==> config.mk <==
export PLATFORM = sky130hd
export DESIGN_NAME = ljpf_mul
export DESIGN_NICKNAME = d
export VERILOG_FILES = /design/src/sv/ljpf_pkg.sv /design/src/sv/ljpf_mul.sv
export SDC_FILE = /design/constraint.sdc
export NUM_CORES = 2
export LEC_CHECK = 0
export BUFFER_PORTS_ARGS = -buffer_cell sky130_fd_sc_hd__buf_4
export CAP_MARGIN = 20
export CORE_MARGIN = 4
export CORE_UTILIZATION = 57
export DETAILED_ROUTE_END_ITERATION = 16
export PLACE_DENSITY = 0.78
export SYNTH_ARGS = -nofsm -noshare
export SYNTH_HDL_FRONTEND = slang
export SYNTH_SLANG_ARGS = --single-unit
==> constraint.sdc <==
create_clock -name clk -period 10.9 [get_ports clk]
set_clock_uncertainty 0.05 [all_clocks]
set_input_delay 0.545 -clock clk [delete_from_list [all_inputs] [get_ports clk]]
set_output_delay 0.545 -clock clk [all_outputs]
set_load 0.05 [all_outputs]
==> src/sv/ljpf_pkg.sv <==
// ----------------------------------------------------------------------------
// ljpf_pkg
// shared widths, constants and types of the lennard-jones pair force block
// ----------------------------------------------------------------------------
package ljpf_pkg;

    localparam int POS_W   = 32;
    localparam int DIFF_W  = 33;
    localparam int MOM_W   = 48;
    localparam int CFG_W   = 32;
    localparam int MUL_W   = 64;
    localparam int PROD_W  = 2 * MUL_W;
    localparam int HALF_W  = MUL_W / 2;
    localparam int QUO_W   = 53;
    localparam int POW_W   = 57;
    localparam int R2W_W   = 58;

    localparam logic [CFG_W-1:0] CUTOFF_RST = 32'd9437184;
    localparam logic [CFG_W-1:0] TSTEP_RST  = 32'd4294967;

    localparam logic [POW_W-1:0] POW_CAP = 57'h100_0000_0000_0000;
    localparam logic signed [MOM_W-1:0] POS48 = 48'sh7FFF_FFFF_FFFF;
    localparam logic signed [MOM_W-1:0] NEG48 = 48'sh8000_0000_0000;

    localparam logic CFG_CUTOFF = 1'b0;
    localparam logic CFG_TSTEP  = 1'b1;

    typedef enum logic [7:0] {
        S_IDLE = 8'b0000_0001,
        S_CHK  = 8'b0000_0010,
        S_SQ   = 8'b0000_0100,
        S_CUT  = 8'b0000_1000,
        S_DIV  = 8'b0001_0000,
        S_POW  = 8'b0010_0000,
        S_FAC  = 8'b0100_0000,
        S_TERM = 8'b1000_0000
    } state_t;

endpackage

==> src/sv/ljpf_mul.sv <==
// ----------------------------------------------------------------------------
// ljpf_mul
// shared 64x64 unsigned multiplier, one 32x32 partial product per cycle
// ----------------------------------------------------------------------------
module ljpf_mul import ljpf_pkg::*; (
    input  logic              clk,
    input  logic              rst_n,
    input  logic              start,
    input  logic [MUL_W-1:0]  a,
    input  logic [MUL_W-1:0]  b,
    output logic              done,
    output logic [PROD_W-1:0] prod
);

    logic              busy_reg, busy_next;
    logic              done_reg, done_next;
    logic [1:0]        cnt_reg, cnt_next;
    logic [MUL_W-1:0]  a_reg, a_next, b_reg, b_next;
    logic [PROD_W-1:0] acc_reg, acc_next;
    logic [HALF_W-1:0] a_half, b_half;
    logic [MUL_W-1:0]  pp;
    logic [1:0]        sh;

    always_comb
    begin
        a_half    = cnt_reg[1] ? a_reg[MUL_W-1:HALF_W] : a_reg[HALF_W-1:0];
        b_half    = cnt_reg[0] ? b_reg[MUL_W-1:HALF_W] : b_reg[HALF_W-1:0];
        pp        = a_half * b_half;
        sh        = {1'b0, cnt_reg[1]} + {1'b0, cnt_reg[0]};
        busy_next = busy_reg;
        done_next = 1'b0;
        cnt_next  = cnt_reg;
        a_next    = a_reg;
        b_next    = b_reg;
        acc_next  = acc_reg;
        if (start)
        begin
            busy_next = 1'b1;
            cnt_next  = 2'd0;
            a_next    = a;
            b_next    = b;
            acc_next  = '0;
        end
        else if (busy_reg)
        begin
            acc_next = acc_reg + ({{MUL_W{1'b0}}, pp} << (sh * HALF_W));
            cnt_next = cnt_reg + 2'd1;
            if (cnt_reg == 2'd3)
            begin
                busy_next = 1'b0;
                done_next = 1'b1;
            end
        end
    end

    always_ff @(posedge clk or negedge rst_n)
    begin
        if (!rst_n)
        begin
            busy_reg <= 1'b0;
            done_reg <= 1'b0;
            cnt_reg  <= 2'd0;
        end
        else
        begin
            busy_reg <= busy_next;
            done_reg <= done_next;
            cnt_reg  <= cnt_next;
        end
    end

    always_ff @(posedge clk)
    begin
        a_reg   <= a_next;
        b_reg   <= b_next;
        acc_reg <= acc_next;
    end

    assign done = done_reg;
    assign prod = acc_reg;

endmodule

# Yosys cells after proc, flatten, opt, wreduce, memory -nomap -nowiden
# Cells that the tools add are included.
[word_totals]
inputBits = 131
regBits = 260
[classes]
n_shift = 1
n_mux = 10
mul = 1
reduce_logical = 1
n_eq_ne = 1
add_sub_neg = 3
[op_table]
columns = ["cell", "count"]
rows = [
  ["128-bit adder", 1],
  ["64-bit by 7-bit << shifter with 128-bit output", 1],
  ["32-bit by 32-bit multiplier with 64-bit output", 1],
  ["32-bit 2-to-1 mux", 2],
  ["1-bit 2-to-1 mux", 6],
  ["2-bit 2-to-1 mux", 2],
  ["1-bit by 1-bit adder with 2-bit output", 1],
  ["2-bit by 1-bit adder with 2-bit output, second input constant", 1],
  ["2-bit == test, second input constant", 1],
  ["2-bit nonzero test", 1],
]

# Longest topological paths before layout
[depth]
word_depth = 4
mapped_depth = 50
depth_no_buf = 44

# Worst setup path after synthesis
# OpenSTA, ideal clock, no wires.
[synth_path]
path_type = "register -> register"
startpoint = "register cnt_reg[0]"
endpoint = "register acc_reg[113] (netlist: prod[113])"
synth_period_minus_slack_ns = 11.646
t_arrival_ns = 11.479
stages_incl_launch_ff = 47
t_required_ns = 10.733
setup_ns = 0.117
slack_ns = -0.746
path_buffers = 5
path_cell_list = "dfrtp_1 clkbuf_1 buf_1 buf_1 mux2i_1 clkbuf_1 nor2_1 fa_1 inv_1 fa_1 inv_1 fa_1 fa_1 fa_1 fa_1 fa_1 inv_1 fa_1 [11 not listed] xnor2_1 mux2_2 nor2_1 ha_1 clkbuf_1 a21o_1 a21o_1 a21oi_1 o211ai_1 a21oi_1 o21ai_0 a221o_1 o21ai_1 o21ai_1 a21boi_2 nor3_1 or3_1 a32o_1"
[synth_between]
elab_chain_cells = 4
[synth_rtl]
columns = ["element", "line_no", "rtl"]
rows = [
  ["from (decl)", "ljpf_mul.sv:17", "logic [1:0] cnt_reg, cnt_next;"],
  ["from (signal assigned)", "ljpf_mul.sv:68", "cnt_reg <= cnt_next;"],
  ["32-bit 2-to-1 mux", "ljpf_mul.sv:27", "b_half = cnt_reg[0] ? b_reg[MUL_W-1:HALF_W] : b_reg[HALF_W-1:0];"],
  ["32-bit by 32-bit multiplier with 64-bit output", "ljpf_mul.sv:28", "pp = a_half * b_half;"],
  ["64-bit by 7-bit << shifter with 128-bit output (*)", "ljpf_mul.sv:46", "acc_next = acc_reg + ({{MUL_W{1'b0}}, pp} << (sh * HALF_W));"],
  ["128-bit adder (*)", "ljpf_mul.sv:46", ""],
  ["to (signal assigned)", "ljpf_mul.sv:76", "acc_reg <= acc_next;"],
  ["to (decl)", "ljpf_mul.sv:19", "logic [PROD_W-1:0] acc_reg, acc_next;"],
]
# Mark *: on every way between the ends. The rest lies on a longest branch, timed or not.
# A chain may end at the register's enable or synchronous reset.

# Worst setup path after layout
[layout_path]
startpoint = "register cnt_reg[1]"
endpoint = "register acc_reg[124] (netlist: prod[124])"
[layout_between]
elab_chain_cells = 4
[layout_rtl]
columns = ["element", "line_no", "rtl"]
rows = [
  ["32-bit 2-to-1 mux", "ljpf_mul.sv:26", "a_half = cnt_reg[1] ? a_reg[MUL_W-1:HALF_W] : a_reg[HALF_W-1:0];"],
  ["32-bit by 32-bit multiplier with 64-bit output", "ljpf_mul.sv:28", ""],
  ["64-bit by 7-bit << shifter with 128-bit output (*)", "ljpf_mul.sv:46", ""],
  ["128-bit adder (*)", "ljpf_mul.sv:46", ""],
]
# Marks and branches as above.

==> metrics.md <==
| Metric | Value |
|---|---|
| FF+latch count, synth | between 200 and 300 |
| Simple logic cell fraction of the synthesized area | 0.148 |
| Ranking of synthesized cells by area | fa_1 36%, ha_1 9.7%, edfxtp_1 7.6% |
| Synth area leader | fa_1 |
| Req. time, crit path | 11.38 ns |
| Final hold slack | 0.0340 ns |
| Die width | 306 um |
| Util after Layout | 0.773 |
| Vias per inst | 6.20 |
| Root buf cell | clkbuf_16 |
| CTS Sinks | 260 |
| Failing checks | negative setup slack |
| Synth unique cells | 83 |
| Synth Area in XOR/XNOR | 0.0314 |
| Pre-Repair DR Iteration Count | 7 |
| Dominant synthesized flop cell | edfxtp_1 |
| Layout cells sized above 1 | 0.301 |
| Final min period | 11.71 ns |
| Total Wirelength | 211000 um |
| Final Cycle Share | 1.07 |
| CP arrival | 12.19 ns |
| Slowest stage delay, CP | 0.64 ns |
| Vias | 50.4k |
| First-pass GRT wire length | 301000 um |
| Drt drc | 0 |
| Main combinational cell family by area after synthesis | adder cells |
| Worst skew pair latency | roughly 0.64 ns |
| Max_cap viols | 0 |
| Largest net degree at the start of global routing | 85 |
| Critical Path End Type | flop |
| Initial antenna violation count | 11 |
| Gr ovfl total | 0 |
| Routed WL per cell | between 20 and 30 um |
| Reg clk slew, reported paths | approximately 0.070 ns |
| I/O pin total | 260 |
| CTS tree | yes |
| Max Fclk | 0.0854 GHz |
| Initial Util | 0.578 |
| # setup viols final | 65 |
| Unrepaired setup endpoints after global routing | true |
| Mapped Area | 50500 um^2 |
| HP Class | in2reg |
| Vias in the first global route | slightly above 50k |
| Synth Area in Adders | 0.453 |
| CP most frequent cell | fa_1 |
| Port bufs | 259 |
| Slowest-stage cell, CP | fa_1 |
| Area Overhead vs Synth | 33.7% |
| Worst slew margin | 0.185 |
| Die Height | around 300 um |
| Syn Nets | 7171 |
| Largest register FFs | 128 |
| Worst-margin pin slew | 1.22 ns |
| Hold Violations, Final | 0 |
| Row cnt | 108 |
| Post-synth top area share | 0.356 |
| Final weighted congestion in routability-driven placement | 1.04 |
| Top cells by count, synth | 897 x fa_1, 895 x inv_1, 847 x nor2_1 |
| Compound-Gate Fraction of Synth Area | 0.104 |
| Final ANT Viol Nets | 0 |
| Status | complete, but fails checks |
| Mux contribution to synthesized area | 0.0446 |
| Post-synth EDFFs | 128 |
| Top-count cell post-synth | fa_1 |
| Synth Warn # | 0 |
| Post-Syn Area per Cell | 8.77 um^2 |
| Max Root-Sink Buffers | 3 |
| Final Net Count | 8360 |
| H-tree levels | 2 |
| CTS Buf Count | 34 |
| Drt initial violations | 5956 |
| Crit Path Category | reg2reg |
| GRT Total Usage | 0.423 |
| Die area | 93300 um^2 |
| Post-DP HPWL | 159000 um |
| Final TNS setup | -24.26 ns |
| FFs w/ async S/R, synth | 0.0154 |
| CP startpoint kind | flop |
| Gate count of the mapped netlist | roughly 5.8k |
| Critical path fanouts, max | 8 |
| Post-route setup slack | -0.808 ns |
| Seq/Total Area, Yosys | 0.129 |
| Core box area | 87300 um^2 |
| Slew Limit Fails | 0 |
[what timing repair did]
item / CTS / global route
gates cloned: 8 / 3
buffers inserted: 110 / 73
pin swaps: 154 / 146
hold buffers: 1 / 0
resized for setup: 406 / 313
hold endpoints to repair: 4 / 0
setup endpoints to repair: 75 / 82
[routing by layer]
layer	routed length, um	vias up	track usage
met5	109	-	0
met4	17800	12	0.243
li1	-	20700	-
met3	30500	1228	0.138
met1	72200	24500	0.538
met2	90400	3914	0.641
[placed cells by master, fill, tap and decap left out, types with 17 or more instances in the layout]
cell and instances:
a21o_1 125, a21oi_1 197, a21oi_2 57, a22o_1 49
and2_1 38, buf_12 79, buf_4 1310, buf_6 59
clkbuf_16 37, dfxtp_1 128, edfxtp_1 128, fa_1 860
fa_2 37, ha_1 346, ha_4 38, inv_1 879
mux2_2 36, mux2_4 36, mux2i_1 92, mux2i_2 25
mux2i_4 28, nand2_1 603, nand2_2 17, nand2b_1 21
nand3_1 34, nand4_1 76, nor2_1 775, nor2_2 46
nor2_4 27, nor2b_1 21, nor3_1 25, o21ai_0 81
o21ai_1 23, o21ai_2 26, o21bai_1 37, o22ai_1 25
xnor2_1 97, xor2_1 57
[final cells by class]
cell class / count / area, um^2
Multi-Input combinational cell: 4280 / 42500
Fill cell: 5586 / 19800
Timing Repair Buffer: 1469 / 12500
Sequential cell: 260 / 6520
Inverter: 896 / 3360
Tap cell: 1155 / 1450
Clock buffer: 42 / 911
Clock inverter: 19 / 219
Antenna cell: 8 / 20.0
[stage by stage]
stage / instance area [um^2] / cells / setup slack (ns)
2_1_floorplan: 50600 / 5752 / 0.0314
3_3_place_gp: 61400 / 7873 / -1.66
3_5_place_dp: 61400 / 7873 / -1.78
4_1_cts: 65500 / 8049 / -0.276
5_1_grt: 67500 / 8123 / -1.08
6_report: 67500 / 8129 / -0.808
[cells by family (layout without fill, tap and decap cells)]
logic type / after synthesis / count (layout)
adders and majority gates: 1288 / 1288
xor gates and xnor gates: 181 / 181
other: 0 / 8
and+or+nand+nor: 1786 / 1786
AOI/OAI and AO/OA: 808 / 808
muxes: 216 / 217
DFF: 260 / 260
buffers and inverters: 1213 / 2426
[path summary, 6_finish.rpt]
path                                         from                     end  slack, ns  cells after the start
min in group asynchronous                   rst_n  cnt_reg[1]$_DFFE_PN0P_       0.27                      2
hold reg to reg              prod[4]$_SDFFE_PP0P_    prod[4]$_SDFFE_PP0P_       0.47                      2
setup / recovery           cnt_reg[1]$_DFFE_PN0P_  prod[124]$_SDFFE_PP0P_      -0.81                     47
max in group asynchronous                   rst_n  cnt_reg[0]$_DFFE_PN0P_      10.36                      2
setup reg to reg           cnt_reg[1]$_DFFE_PN0P_  prod[124]$_SDFFE_PP0P_      -0.81                     47
hold / removal                              a[63]     a_reg[63]$_DFFE_PP_       0.03                      1
[critical path: cells and delay by family, from the launching register on]
family | cells | cell delay, ns
XOR/XNOR | 2 | 0.21
buffers and inverters | 12 | 1.57
multiplexers | 2 | 0.63
AO/OA/AOI/OAI | 16 | 3.09
flip-flops | 1 | 0.51
AND/OR/NAND/NOR | 5 | 0.63
adder cells (fa/ha/maj) | 10 | 4.87
Power is not shown: default switching activity piles up to over one toggle a cycle in this logic, so the estimate is an artifact.
