**config.mk**
```make
export PLATFORM = sky130hd
export DESIGN_NAME = ljpf_div
export DESIGN_NICKNAME = d
export VERILOG_FILES = /design/src/sv/ljpf_pkg.sv /design/src/sv/ljpf_div.sv
export SDC_FILE = /design/constraint.sdc
export NUM_CORES = 1
export LEC_CHECK = 0
export ABC_CLOCK_PERIOD_IN_PS = 2900
export BUFFER_PORTS_ARGS = -buffer_cell sky130_fd_sc_hd__buf_4
export CELL_PAD_IN_SITES_DETAIL_PLACEMENT = 2
export CELL_PAD_IN_SITES_GLOBAL_PLACEMENT = 2
export CORE_ASPECT_RATIO = 0.6
export CORE_MARGIN = 5
export CORE_UTILIZATION = 33
export DETAILED_ROUTE_END_ITERATION = 8
export GPL_TIMING_DRIVEN = 1
export PLACE_DENSITY = 0.75
export SLEW_MARGIN = 20
export SYNTH_ARGS = -nofsm -noshare
export SYNTH_HDL_FRONTEND = slang
export SYNTH_SLANG_ARGS = --single-unit
```
**constraint.sdc**
```tcl
create_clock -name clk -period 2.9 [get_ports clk]
set_clock_uncertainty 0.05 [all_clocks]
set_input_delay 0.145 -clock clk [delete_from_list [all_inputs] [get_ports clk]]
set_output_delay 0.145 -clock clk [all_outputs]
set_load 0.01 [all_outputs]
```
**src/sv/ljpf_pkg.sv**
```systemverilog
// ----------------------------------------------------------------------------
// ljpf_pkg
// shared widths, constants and types of the lennard-jones pair force block
// ----------------------------------------------------------------------------
package ljpf_pkg;

    localparam int POS_W   = 32;
    localparam int DIFF_W  = 33;
    localparam int MOM_W   = 48;
    localparam int CFG_W   = 32;
    localparam int MUL_W   = 64;
    localparam int PROD_W  = 2 * MUL_W;
    localparam int HALF_W  = MUL_W / 2;
    localparam int QUO_W   = 53;
    localparam int POW_W   = 57;
    localparam int R2W_W   = 58;

    localparam logic [CFG_W-1:0] CUTOFF_RST = 32'd9437184;
    localparam logic [CFG_W-1:0] TSTEP_RST  = 32'd4294967;

    localparam logic [POW_W-1:0] POW_CAP = 57'h100_0000_0000_0000;
    localparam logic signed [MOM_W-1:0] POS48 = 48'sh7FFF_FFFF_FFFF;
    localparam logic signed [MOM_W-1:0] NEG48 = 48'sh8000_0000_0000;

    localparam logic CFG_CUTOFF = 1'b0;
    localparam logic CFG_TSTEP  = 1'b1;

    typedef enum logic [7:0] {
        S_IDLE = 8'b0000_0001,
        S_CHK  = 8'b0000_0010,
        S_SQ   = 8'b0000_0100,
        S_CUT  = 8'b0000_1000,
        S_DIV  = 8'b0001_0000,
        S_POW  = 8'b0010_0000,
        S_FAC  = 8'b0100_0000,
        S_TERM = 8'b1000_0000
    } state_t;

endpackage

```
**src/sv/ljpf_div.sv**
```systemverilog
// ----------------------------------------------------------------------------
// ljpf_div
// restoring divider, 2^52 / divisor, one quotient bit per cycle
// ----------------------------------------------------------------------------
module ljpf_div import ljpf_pkg::*; (
    input  logic             clk,
    input  logic             rst_n,
    input  logic             start,
    input  logic [CFG_W-1:0] divisor,
    output logic             done,
    output logic [QUO_W-1:0] quotient
);

    logic             busy_reg, busy_next;
    logic             done_reg, done_next;
    logic [5:0]       cnt_reg, cnt_next;
    logic [CFG_W-1:0] div_reg, div_next, rem_reg, rem_next;
    logic [QUO_W-1:0] q_reg, q_next;
    logic [CFG_W:0]   trial;
    logic             qbit;

    always_comb
    begin
        // the dividend has a single one bit, fed on the first step
        trial     = {rem_reg, (cnt_reg == 6'd0)};
        qbit      = trial >= {1'b0, div_reg};
        busy_next = busy_reg;
        done_next = 1'b0;
        cnt_next  = cnt_reg;
        div_next  = div_reg;
        rem_next  = rem_reg;
        q_next    = q_reg;
        if (start)
        begin
            busy_next = 1'b1;
            cnt_next  = 6'd0;
            div_next  = divisor;
            rem_next  = '0;
            q_next    = '0;
        end
        else if (busy_reg)
        begin
            rem_next = qbit ? CFG_W'(trial - {1'b0, div_reg}) : trial[CFG_W-1:0];
            q_next   = {q_reg[QUO_W-2:0], qbit};
            cnt_next = cnt_reg + 6'd1;
            if (cnt_reg == 6'(QUO_W - 1))
            begin
                busy_next = 1'b0;
                done_next = 1'b1;
            end
        end
    end

    always_ff @(posedge clk or negedge rst_n)
    begin
        if (!rst_n)
        begin
            busy_reg <= 1'b0;
            done_reg <= 1'b0;
            cnt_reg  <= 6'd0;
        end
        else
        begin
            busy_reg <= busy_next;
            done_reg <= done_next;
            cnt_reg  <= cnt_next;
        end
    end

    always_ff @(posedge clk)
    begin
        div_reg <= div_next;
        rem_reg <= rem_next;
        q_reg   <= q_next;
    end

    assign done     = done_reg;
    assign quotient = q_reg;

endmodule

```
=== Word level (Yosys, flattened, before mapping) ===
Cells that the tools add are included.

* Add/sub/neg operators: 2
* $lt $le $gt $ge: 1
* Equal/unequal tests: 1
* Muxes and demuxes: 9
* Reductions and logical operators: 2

{| class="wikitable"
|+ Operator list
! cell !! number
|-
| $ge A33 B32 Y1 || 1
|-
| $mux W32 || 1
|-
| $sub A32 B32 Y32 || 1
|-
| $mux W6 || 2
|-
| $add A6 B1 Y6 const B || 1
|-
| $eq A6 B6 Y1 const B || 1
|-
| $logic_not A6 Y1 || 1
|-
| $mux W1 || 6
|-
| $reduce_bool A2 Y1 || 1
|}

* Register bits after elaboration: 125
* Input port bits: 35
* Output and inout port bits: 54
* Word-level logic and storage cells: 21

=== Longest topological paths before layout ===
Gate-level depths: netlist (run 1).

* Word-level depth: 4
* Gate-level depth with buffers: 15
* Gate-level depth less buffers: 15

=== Least setup slack after synthesis (run 1) ===
OpenSTA, ideal clock, no wires.

* Path type: register to register
* Start: register cnt_reg[0]
* End: register rem_reg[24]
* Arrival: 2.953 ns
* Slack: -0.252 ns
* Stages on the path, launching flop included: 16
* Cells stage by stage: dfrtp_1 inv_1 ha_1 nand2b_1 or4_1 ha_1 inv_1 fa_1 a21oi_1 o211a_1 nor3_2 o311ai_1 and3_1 o311ai_0 a21o_1 a311oi_2

* Cells in the longest elaborated chain, start to end: 3

{| class="wikitable"
|+ Ends and longest elaborated chain
! element !! line !! source
|-
| start, declared || ljpf_div.sv:16 || <nowiki>logic [5:0] cnt_reg, cnt_next;</nowiki>
|-
| start signal, assigned || ljpf_div.sv:66 || <nowiki>cnt_reg <= cnt_next;</nowiki>
|-
| $logic_not A6 Y1 * || ljpf_div.sv:25 || <nowiki>trial = {rem_reg, (cnt_reg == 6'd0)};</nowiki>
|-
| $sub A32 B32 Y32 or $ge A33 B32 Y1 (tied branches) || ljpf_div.sv:43, ljpf_div.sv:26 ||
|-
| $mux W32 * || ljpf_div.sv:43 || <nowiki>rem_next = qbit ? CFG_W'(trial - {1'b0, div_reg}) : trial[CFG_W-1:0];</nowiki>
|-
| end signal, assigned || ljpf_div.sv:73 || <nowiki>rem_reg <= rem_next;</nowiki>
|-
| end, declared || ljpf_div.sv:17 || <nowiki>logic [CFG_W-1:0] div_reg, div_next, rem_reg, rem_next;</nowiki>
|}

Every way passes the cells marked *; elsewhere a longest branch is shown, timed or not.
A chain may end at the register's enable or synchronous reset.

=== Worst setup path in the final report (run 1) ===
* Start: register cnt_reg[1]
* End: register rem_reg[28]

Same word-level chain as after synthesis.

==> metrics.cfg, run 1 <==
[routing]
drt_iter0_markers = 245
wl_mm = 26.8
vias_per_cell = 5.27
drtPass1Iterations = 4
wl_per_cell_um = 22.5
detail-route-antenna-nets = 0
dr_total_vias = 6264
drc = 0

[synthesis]
synthArstFlopShare_pct = 6.40
synth.distinct_cells = 65
synthSimpleGateAreaFrac_pct = 14.2
syn_inst = 704
synth.area.mux_share_pct = 11.4
synth-compound-area-share_pct = 15.8
avgSynthCellArea_um2 = 9.51
ys_ff_latch = 125
synth_fa_ha_area_share_pct = 6.65
ys_seq_area_share_pct = 42.8
ys.flop_type = dfxtp_1
synth_edf_count = 32
syn_nets = 774
yosysWarnings = 0
synth_top_family_by_area = compound AO/OA/AOI/OAI gates
yosys.area_share.xor_xnor_pct = 3.79
netlist_area_um2 = 6700

[pwr]
power_mw = 9.04
vdd_drop_max_mv = 0.621
power.density_nw_per_um2 = 926
p_leak_nw = 4.59

[final_layout]
stdcell_count = 1189
area_delta_synth_final_pct = 45.8
largest_reg_flops = 53
finalNetCount = 973
design_area_um2 = 9760
utilization_pct = 48.9
final_common_cell = buf_4
drive_gt1_share_pct = 33.0
final_cell_mix = buf_4 (164), nor2_1 (100), dfxtp_1 (85)
num_antenna_cells = 0

[placement]
port_buffers = 88
place.gp.congestion = 0.844
dp.cells = 1092
place_ws_ns = -0.652
hpwl_mm = 16.4
place_area_um2 = 8090

[clock_network]
root_buffer = clkbuf_16
clk_pin_slew_ns = 0.06
numCtsBuffers = 17
clk_latency_ns = 0.44
cts_max_level = 4
cts_num_sinks = 125
cts_tree = built
cts_buffer_depth = 2

[global_route]
top_usage_layer = met2
overflow = 0
met1_usage_pct = 29.4
grt_pass1_vias = 7114
grt_pass1_wl_mm = 42.0
grt_usage_pct = 22.9
met2_usage_pct = 39.6
grt_use_met3_pct = 4.37
grt_max_degree = 62
antenna_found_initial = 0

[outcome]
status = finished with violations
violations = negative setup slack

[floorplan]
die_h_um = 120
core_um2 = 20000
num_rows = 40
start_util_pct = 33.5
io_pins = 89
die_area_um2 = 23300
die_w_um = 194

[run]
drv_cap = 0

[setup_path]
cp_slowest_cell = or4_4
cp_max_fo = 5
cp_top_family = compound AO/OA/AOI/OAI gates
required_ns = 3.20
arrival_ns = 3.69
crit_cells = 16
cpMostUsedCell = ha_4
rr_startpoint = cnt_reg[1]
cp_cell_sequence = inv_2 > ha_4 > nand2b_4 > or4_4 > ha_4 > nand3b_1 > a21oi_2 > buf_4 > a211oi_4 > a22oi_2 > a311o_2 > a21o_4 > buf_6 > buf_12 > o311ai_4 > a311oi_2
worst-path-buf-inv = 4
crit_start = cnt_reg[1]
slowest_delay_ns = 0.44
rr_worst_depth = 16
startpoint_type = flip-flop
endpoint = rem_reg[28]
r2r-end = rem_reg[28]
endpoint_kind = flip-flop
critPathKind = reg2reg
r2r_setup_slack_ns = -0.49

[sta]
setup_ws_ns = -0.492
hold_viol = 0
maxSlewViolCount = 0
clock.fmax_mhz = 295
rsz0062_at_grt = yes
worst_pin_slew_ns = 0.769
layout_min_cycle_time_ns = 3.39
post-route-period-util_pct = 117
fin_hold_ws_ns = 0.0751
finalSetupViolCount = 33
setup_tns_ns = -13.91
max_slew_margin_pct = 48.7

[min_path]
worstHoldPathType = in2async

kinds of logic (layout without fill, tap and decap cells):
kind of cell / Yosys count / count (layout)
xor+xnor: 29 / 29
mux: 76 / 76
compound gates: 147 / 147
simple gates: 205 / 205
buf+inv: 87 / 299
flops: 125 / 125
fa+ha+maj: 35 / 35
power by group:
group          switching [mW]  internal [mW]  leakage [nW]
combinational            2.53           2.14          3.20
sequential              0.214           2.04          1.10
clock                   0.852           1.27         0.291
total                    3.60           5.44          4.59
worst min-delay path by stage:
stage,to
after global placement,cnt_reg[3]
after floorplan,busy_reg
after global routing,cnt_reg[1]
after detailed placement,cnt_reg[3]
after CTS,cnt_reg[1]
final,cnt_reg[1]
cell type report:
class | count | area, um^2
flip-flops and latches | 125 | 2870
multi-input cells | 492 | 3920
clock inverters | 8 | 50.0
inverters | 46 | 173
clock buffers | 24 | 526
fillers | 2072 | 10200
well taps | 273 | 342
repair buffers | 221 | 1890
Yosys cell counts (5+ instances only):
master / count / share of area (%)
a211oi_1: 26 / 2.9
a21o_1: 16 / 1.8
a21oi_1: 32 / 2.4
a21oi_2: 5 / 0.65
and3_1: 6 / 0.56
buf_2: 7 / 0.52
clkbuf_1: 26 / 1.5
dfrtp_1: 8 / 3.0
dfxtp_1: 85 / 25
edfxtp_1: 32 / 14
ha_1: 34 / 6.4
inv_1: 46 / 2.6
mux2i_1: 75 / 11
nand2_1: 30 / 1.7
nand2b_1: 9 / 0.84
nand3_1: 15 / 1.1
nand4_1: 9 / 0.84
nand4b_1: 5 / 0.65
nor2_1: 104 / 5.8
nor3_1: 6 / 0.45
o21ai_0: 17 / 1.3
o21bai_1: 6 / 0.67
xnor2_1: 15 / 2.0
xor2_1: 14 / 1.8
worst reg2reg max path: cells and delay by family (launching register included):
| kind | cells | cell delay [ns] |
|---|---|---|
| and+or+nand+nor | 3 | 0.70 |
| AOI/OAI and AO/OA | 7 | 1.32 |
| adders and majority gates | 2 | 0.33 |
| DFF | 1 | 0.39 |
| buffers and inverters | 4 | 0.51 |
metal layers:
layer	routed length [um]	part of all wire, %
met1	12200	45
met2	13400	50
met3	890	3.3
met4	395	1.5
met5	0	0
what timing repair did:
| action | CTS | global route |
|---|---|---|
| setup endpoints to repair | 33 | 35 |
| pin swaps | 30 | 24 |
| hold endpoints to repair | 40 | 0 |
| gates cloned | 3 | 0 |
| buffers inserted | 35 | 6 |
| gates resized for setup | 75 | 39 |
| hold buffers | 33 | 0 |
Note: power is estimated with default switching activity, not from simulation.
==> run 2: changes to the inputs <==
==> constraint.sdc (replaced) <==
create_clock -name clk -period 2.9 [get_ports clk]
set_clock_uncertainty 0.05 [all_clocks]
set_input_delay 0.58 -clock clk [delete_from_list [all_inputs] [get_ports clk]]
set_output_delay 0.58 -clock clk [all_outputs]
set_load 0.01 [all_outputs]
==> metrics.cfg, run 2 (synthesized netlist as in run 1, its figures left out) <==
[setup_path]
cp_slowest_cell = or4_4
crit_cells = 17  ; +1
r2r_setup_slack_ns = -0.79  ; -0.30 ns
worst-path-buf-inv = 5  ; +1
slowest_delay_ns = 0.55  ; +0.11 ns
critPathKind = reg2reg
endpoint_kind = flip-flop
crit_start = cnt_reg[0]
startpoint_type = flip-flop
required_ns = 3.19  ; about the same
cp_top_family = compound AO/OA/AOI/OAI gates
arrival_ns = 3.98  ; +0.29 ns
cpMostUsedCell = buf_6
cp_cell_sequence = inv_2 > ha_4 > nand2b_4 > or4_4 > ha_4 > nand3b_1 > a21oi_2 > buf_4 > a211oi_4 > a22oi_2 > a311o_2 > buf_6 > buf_6 > a21oi_4 > buf_6 > a21o_1 > a311oi_2
cp_max_fo = 6  ; +1
rr_startpoint = cnt_reg[0]
rr_worst_depth = 17  ; +1

[routing]
drc = 0  ; unchanged
wl_mm = 26.7  ; -0.35%
vias_per_cell = 5.28  ; +0.17%
routed-wl-met2_mm = 13.5  ; +0.99%
wl_met3_um = 849  ; -4.6%
detail-route-antenna-nets = 0  ; unchanged
drt_iter0_markers = 274  ; +12%
drt-met1-wl_mm = 12.0  ; -1.4%
wl_per_cell_um = 23.1  ; +2.7%
top_layer_used = met4
drtPass1Iterations = 4  ; unchanged
dr_total_vias = 6090  ; -2.8%

[floorplan]
start_util_pct = 33.5  ; unchanged
num_rows = 40  ; unchanged
die_w_um = 194  ; unchanged
core_um2 = 20000  ; unchanged
io_pins = 89  ; unchanged
die_area_um2 = 23300  ; unchanged
die_h_um = 120  ; unchanged

[final_layout]
design_area_um2 = 9500  ; -2.7%
utilization_pct = 47.6  ; -1.3 points
area_delta_synth_final_pct = 41.8
nFillCells = 2079  ; +0.34%
multi_input_area_um2 = 3960  ; +0.99%
register_area_um2 = 2870  ; unchanged
finalNetCount = 938  ; -3.6%
final_cell_mix = buf_4 (166), nor2_1 (103), dfxtp_1 (85)
largest_reg_flops = 53  ; unchanged
num_antenna_cells = 0  ; unchanged
drive_gt1_share_pct = 33.6  ; +0.63 points
final_common_cell = buf_4

[pwr]
power_switching_mw = 3.72  ; +3.5%
p_leak_nw = 4.47  ; -2.7%
switching_share_pct = 39.6  ; -0.24 points
intPower_mw = 5.69  ; +4.5%
comb_power_share_pct = 52.5  ; +0.9 points
vdd_drop_max_mv = 0.468  ; -25%
power.density_nw_per_um2 = 991  ; +7.0%
pwr-share-clk_pct = 23.4  ; about the same
seqPwrFrac_pct = 24.1  ; -0.8 points

[sta]
setup_tns_ns = -23.36  ; -9.45 ns
fin_hold_ws_ns = 0.268  ; +0.193 ns
hold_viol = 0  ; unchanged
max_slew_margin_pct = 50.0  ; +1.2 points
maxSlewViolCount = 0  ; unchanged
clock.fmax_mhz = 271  ; -8.1%
rsz0062_at_grt = yes
finalSetupViolCount = 33  ; unchanged
setup_ws_ns = -0.790  ; -0.298 ns
worst_pin_slew_ns = 0.732  ; -0.0377 ns
layout_min_cycle_time_ns = 3.69  ; +0.298 ns
post-route-period-util_pct = 127  ; +10 points

[clock_network]
root_buffer = clkbuf_16
clk_latency_ns = 0.43  ; about the same
cts_buffer_depth = 2  ; unchanged
cts_num_sinks = 125  ; unchanged
cts_tree = built
numCtsBuffers = 17  ; unchanged
cts_max_level = 4  ; unchanged
clk_pin_slew_ns = 0.07  ; about the same

[min_path]
worstHoldPathType = in2reg
worstHoldPathCells = 1
hold_start = divisor[13]

[global_route]
grt_usage_pct = 22.0  ; -0.82 points
grt_pass1_wl_mm = 40.7  ; -3.2%
antenna_found_initial = 0  ; unchanged
grt_pass1_vias = 6938  ; -2.5%
grt_max_degree = 70  ; +13%
overflow = 0  ; unchanged

[placement]
port_buffers = 88  ; unchanged
place.gp.congestion = 0.824  ; -2.4%
place_area_um2 = 8090  ; about the same
place_ws_ns = -0.605  ; +0.0479 ns
hpwl_mm = 16.1  ; -2.0%

[outcome]
status = finished with violations
violations = negative setup slack

[run]
drv_cap = 0  ; unchanged

run 2: changes by cell type in the layout (fill, tap and decap cells not counted), sizes merged:
cell and change:
buf -3, clkinv -3, dlygate4sd3 -32, clkbuf +3
run 2: power groups by stage:
| stage | sequential, mW | clock, mW | combinational (mW) |
|---|---|---|---|
| after global placement | 2.23 | 0 | 3.28 |
| after floorplan | 2.20 | 0 | 2.23 |
| final | 2.27 | 2.20 | 4.94 |
| after CTS | 2.24 | 2.23 | 4.52 |
| after detailed placement | 2.25 | 0 | 3.47 |
| after global routing | 2.29 | 2.32 | 5.22 |
run 2: path summary, 6_finish.rpt:
check / end
min in group asynchronous: cnt_reg[3]
min reg2reg: quotient[52]
min: div_reg[13]
max in group asynchronous: busy_reg
max reg2reg: rem_reg[24]
max: rem_reg[24]
run 2: what timing repair did:
action                                  in CTS  in global routing
endpoints found under the setup margin      33                 33
pin swaps                                   23                 19
hold buffers                                 1                  0
buffers inserted                            21                  9
cloned                                       4                  0
resized for setup                           74                 36
hold endpoints to repair                     8                  0
run 2: layout make-up:
cell class              instances  area share (%)
inverters                      46            1.82
clock inverters                 5           0.369
multi-input cells             492            41.7
clock buffers                  27            5.98
repair buffers                186            16.4
flip-flops and latches        125            30.2
well taps                     273            3.60
run 2: stage by stage:
step / std cells / power (mW)
2_1_floorplan: 704 / 4.43
3_3_place_gp: 1091 / 5.51
3_5_place_dp: 1091 / 5.72
4_1_cts: 1147 / 8.99
5_1_grt: 1154 / 9.84
6_report: 1154 / 9.41
run 2: per-layer routing:
| metal | vias up | global-route usage, % |
|---|---|---|
| li1 | 2841 | - |
| met1 | 3129 | 28.0 |
| met2 | 89 | 38.6 |
| met3 | 31 | 4.54 |
| met4 | 0 | 5.75 |
| met5 | - | 0 |
